File: src/design/are_ram.sv
// ----------------------------------------------------------------------------
// Generic RAM
// One write port, one read port, read data registered.
// ----------------------------------------------------------------------------
module are_ram #(
  parameter int WIDTH = 32,
  parameter int DEPTH = 64
) (
  input  logic                                    clk,
  input  logic                                    we,
  input  logic [((DEPTH > 1) ? $clog2(DEPTH) : 1)-1:0] waddr,
  input  logic [WIDTH-1:0]                        wdata,
  input  logic [((DEPTH > 1) ? $clog2(DEPTH) : 1)-1:0] raddr,
  output logic [WIDTH-1:0]                        rdata
);

  logic [WIDTH-1:0] mem_r [DEPTH];
  logic [WIDTH-1:0] rdata_r;

  always_ff @(posedge clk) begin
    if (we) begin
      mem_r[waddr] <= wdata;
    end
    rdata_r <= mem_r[raddr];
  end

  assign rdata = rdata_r;

endmodule
File: config.mk
export PLATFORM = sky130hd
export DESIGN_NAME = are_ram
export DESIGN_NICKNAME = d
export VERILOG_FILES = /design/src/design/are_ram.sv
export SDC_FILE = /design/constraint.sdc
export NUM_CORES = 2
export LEC_CHECK = 0
export BUFFER_PORTS_ARGS = -buffer_cell sky130_fd_sc_hd__buf_2
export CORE_MARGIN = 4
export CORE_UTILIZATION = 47
export DETAILED_ROUTE_END_ITERATION = 10
export PLACE_DENSITY = 0.71
export SYNTH_ARGS = -nofsm -noshare
export SYNTH_HDL_FRONTEND = slang
export SYNTH_SLANG_ARGS = --single-unit
File: constraint.sdc
create_clock -name clk -period 7 [get_ports clk]
set_input_delay 0.35 -clock clk [delete_from_list [all_inputs] [get_ports clk]]
set_output_delay 0.35 -clock clk [all_outputs]
set_load 0.1 [all_outputs]
---- Yosys cells after proc, flatten, opt, wreduce, memory -nomap -nowiden ----
Memory sizes are Yosys's and may differ from the RTL's. A register that Yosys moved wholly into a read port is not among the register bits.
Index checks and enable logic that the tools add are counted.
cells by class
  muxes and demuxes ....................... 2
operators by type and width
  operator           number
  1-bit two-way mux  2
word-level totals
  bits in registers ....................... 0
  memory bits (writable) .................. 2048
  input port bits ......................... 46
  output and inout port bits .............. 32
  memories kept ........................... 1
memory list
  name   words  bits a word  rd ports  clocked after Yosys merged registers in  wr ports  line  source
  mem_r  64     32           1         1                                        1         17    logic [WIDTH-1:0] mem_r [DEPTH];

---- Depth between registers and ports, before layout ----
  word-level depth ........................ 2
  depth in mapped cells ................... 10
  depth with buffers taken out ............ 5

---- Least setup slack after synthesis ----
No wires, ideal clock.
  path type ............................... input port to flip-flop
  start point ............................. input waddr[3] (netlist name)
  end point ............................... memory mem_r[48][0] (enable)
  library setup time ...................... 0.461 ns
  arrival time ............................ 3.049 ns
  required time ........................... 6.539 ns
  path slack .............................. 3.490 ns
  stages on the path ...................... 4
  path buffers ............................ 1
  cells stage by stage .................... clkbuf_1 nor2b_1 nand4b_1 nor3_1
RTL lines
  what                line  source
  start: declaration  11    input logic [((DEPTH > 1) ? $clog2(DEPTH) : 1)-1:0] waddr,
  end: declaration    17
No word-level cell before the write port.

==> metrics.txt <==
RSZ-0062 raised after global routing=no; clk slew on worst S/H paths=approximately 0.06 ns; Post-synth top cells=2048 x edfxtp_1, 544 x mux4_2, 137 x nor2_1; min-delay worst type=in2reg; leakage power total=27.3 nW; # setup viols final=0; Synth Area in XOR/XNOR=0; vias in the first global route=around 37k; Final TNS setup=0 ns; Remaining DRCs=0; Clock Skew=between 0.03 and 0.04 ns; synthesized area per cell=23.6 um2; FF-to-FF End=rdata[23]; Pwr Density=289 nW/um2; Fillers=12.3k; Worst Hold Path EP=rdata[27]; gpl congestion=0.779; I/O Buffers=77; Worst EP arrival=around 3.6 ns; CP max stage delay=0.59 ns; pin count of the biggest net entering global routing=about 100; CTS root buf=clkbuf_16; Mapped Nets=3370; Worst slew margin=0.165; Most used DFF post-synth=edfxtp_1; worst hold stages=3; Site Rows=149; DP Worst Slack=3.21 ns; Die Width=417 um; CTS Buf Count=between 150 and 200; Post-CTS Setup Inserts=0; EDFF count, synth=2048; count of cell types in the netlist=34; Least-Margin Pin Slew=between 1 and 1.5 ns; DR iter-0 viols=slightly above 5k; DR vias/cell=approximately 6.3; drt wl/cell=~33 um; layout cells sized above 1=0.290; Simple-Gate Fraction of Synth Area=0.0127; Top Metal Used=met5; Compound-Gate Fraction of Synth Area=0.0167; Tot GR Track Use=0.224; maxcap violations=0; status=complete, no violations; first-pass GRT wire length=277000 um; CTS max path bufs=3; post-CTS resize count=0; Worst Slack Setup Final=4.05 ns; Worst Hold Launch=raddr[4]; Seq cells post-synth=2080; final hold vios=0; Placeable Area=~170000 um2; grt total ovfl=0; fin crit share=0.421; Starting Density=0.474; Met1 Routed Length=73700 um; CP endpoint kind=register; initial antenna violation count=19; top cells by area, synth=edfxtp_1 78%, mux4_2 16%, mux2i_1 1.2%; share of the synthesized area in the top cell type=0.783; most common cell in the synthesized netlist=edfxtp_1; main combinational cell family by area after synthesis=multiplexers; CP Class=in2reg; number of H-tree levels=4; final slew viol count=0; fin crit period=2.95 ns; DP HPWL=99900 um; antenna-violating nets left=0; fin nets=roughly 3.6k; clk_lat worst skew=0.82 ns; maximum clock rate=about 340 MHz; R2R cell count=4; die height=417 um; worst path required time=7.67 ns; number of synthesis warnings=0; total power=25.5 mW; Post-CTS Hold Buffers=0; Yosys top cell by area=edfxtp_1; Startpoint Class=input pin; most frequent CP cell=nor2_1; drt total wl=193000 um; Async SR Flop Fraction=0; sequential area share after synthesis=0.791; via count=37.2k; clock sink count=around 2.1k; P&R area growth vs syn=12.6%; met3 wire length=around 20000 um; mux cell area share after synthesis=0.168; Worst R2R Setup Slack=4.80 ns; Peak VDD IR=0.277 mV; drt first pass iters=5; Ports=78; post-route cell area=88400 um2; Routed met2 length=92300 um; Cell Area, Synth=78500 um2; CTS tree=built; CP cell instances=buf_8 -> buf_12 -> buf_4 -> mux4_2 -> o22ai_1 -> nor2_1 -> a21oi_1 -> nor2_1; r2r startpoint=mem_r[33][23]; Crit Path Max Fanout=66; adder-cell share of the synthesized area=0; final core utilization=0.534; die area=174000 um2; Syn Inst Count=approximately 3.3k; slowest CP cell=a21oi_1; Area after DPL=82100 um2
[layout by cell type (no fill, tap or decap), types with 15 or more instances in the layout]
| cell | Yosys | routed |
|---|---|---|
| nor2_1 | 137 | 75 |
| nor2_4 | 0 | 62 |
| clkbuf_1 | 74 | 52 |
| o22ai_1 | 84 | 84 |
| mux2i_1 | 93 | 93 |
| o221ai_1 | 27 | 27 |
| clkbuf_16 | 0 | 203 |
| a21oi_1 | 62 | 62 |
| mux4_2 | 544 | 544 |
| nor2b_1 | 15 | 15 |
| edfxtp_1 | 2048 | 2048 |
| dfxtp_1 | 32 | 32 |
| buf_2 | 57 | 73 |
| clkinv_1 | 0 | 32 |
| nand2_1 | 26 | 26 |
| buf_4 | 25 | 92 |
| clkinv_2 | 0 | 37 |
[metal layers]
layer | vias to the layer above | global-route usage
met3 | 380 | 0.0467
met2 | 2172 | 0.350
li1 | 14671 | -
met1 | 19986 | 0.316
met4 | 12 | 0.0833
met5 | - | 0
[cell type report]
class | count | area, um2 | area share
flip-flops and latches | 2080 | 62100 | 0.703
multi-input cells | 1062 | 16000 | 0.181
clock buffers | 264 | 5400 | 0.0611
diodes | 12 | 30.0 | 0.000340
repair buffers | 178 | 1300 | 0.0147
clock inverters | 97 | 851 | 0.00962
well taps | 2189 | 2740 | 0.0310
[per-stage QoR]
step                      hold slack [ns]  std cells
final                               0.197       5882
after global routing                0.172       5874
after CTS                           0.131       5870
after detailed placement            0.747       5509
after global placement              0.734       5509
after floorplan                     0.449       3324
[logic make-up (layout without fill, tap and decap cells)]
logic type / count (synthesis) / after routing
mux: 637 / 637
compound gates: 202 / 202
flops: 2080 / 2080
simple gates: 223 / 223
other cells: 0 / 12
buf+inv: 182 / 539
[where the power goes]
part	leakage [nW]	switching (mW)	internal [mW]	total, mW
combinational	5.56	0.924	0.445	1.37
sequential	18.7	0.0656	13.8	13.9
clock	3.06	4.46	5.85	10.3
[flip-flops by register name, summed over array words and instances, names as in the netlist]
register and flops:
rdata 32, mem_r 2048
[critical path: cells and delay by family]
kind / cells / cell delay [ns]
buffers and inverters: 3 / 1.44
multiplexers: 1 / 0.57
AND/OR/NAND/NOR: 2 / 0.15
AO/OA/AOI/OAI: 2 / 0.78
[worst max path at each step]
stage / to / cells past startpoint / slack [ns] / startpoint
after floorplan: mem_r[48][0] / 4 / 3.49 / waddr[3]
after global placement: rdata[1] / 8 / 3.23 / raddr[0]
final: rdata[1] / 8 / 4.05 / raddr[0]
after global routing: rdata[1] / 8 / 3.92 / raddr[0]
after CTS: rdata[1] / 8 / 4.10 / raddr[0]
after detailed placement: rdata[1] / 8 / 3.21 / raddr[0]
(Power assumes the default switching activity.)
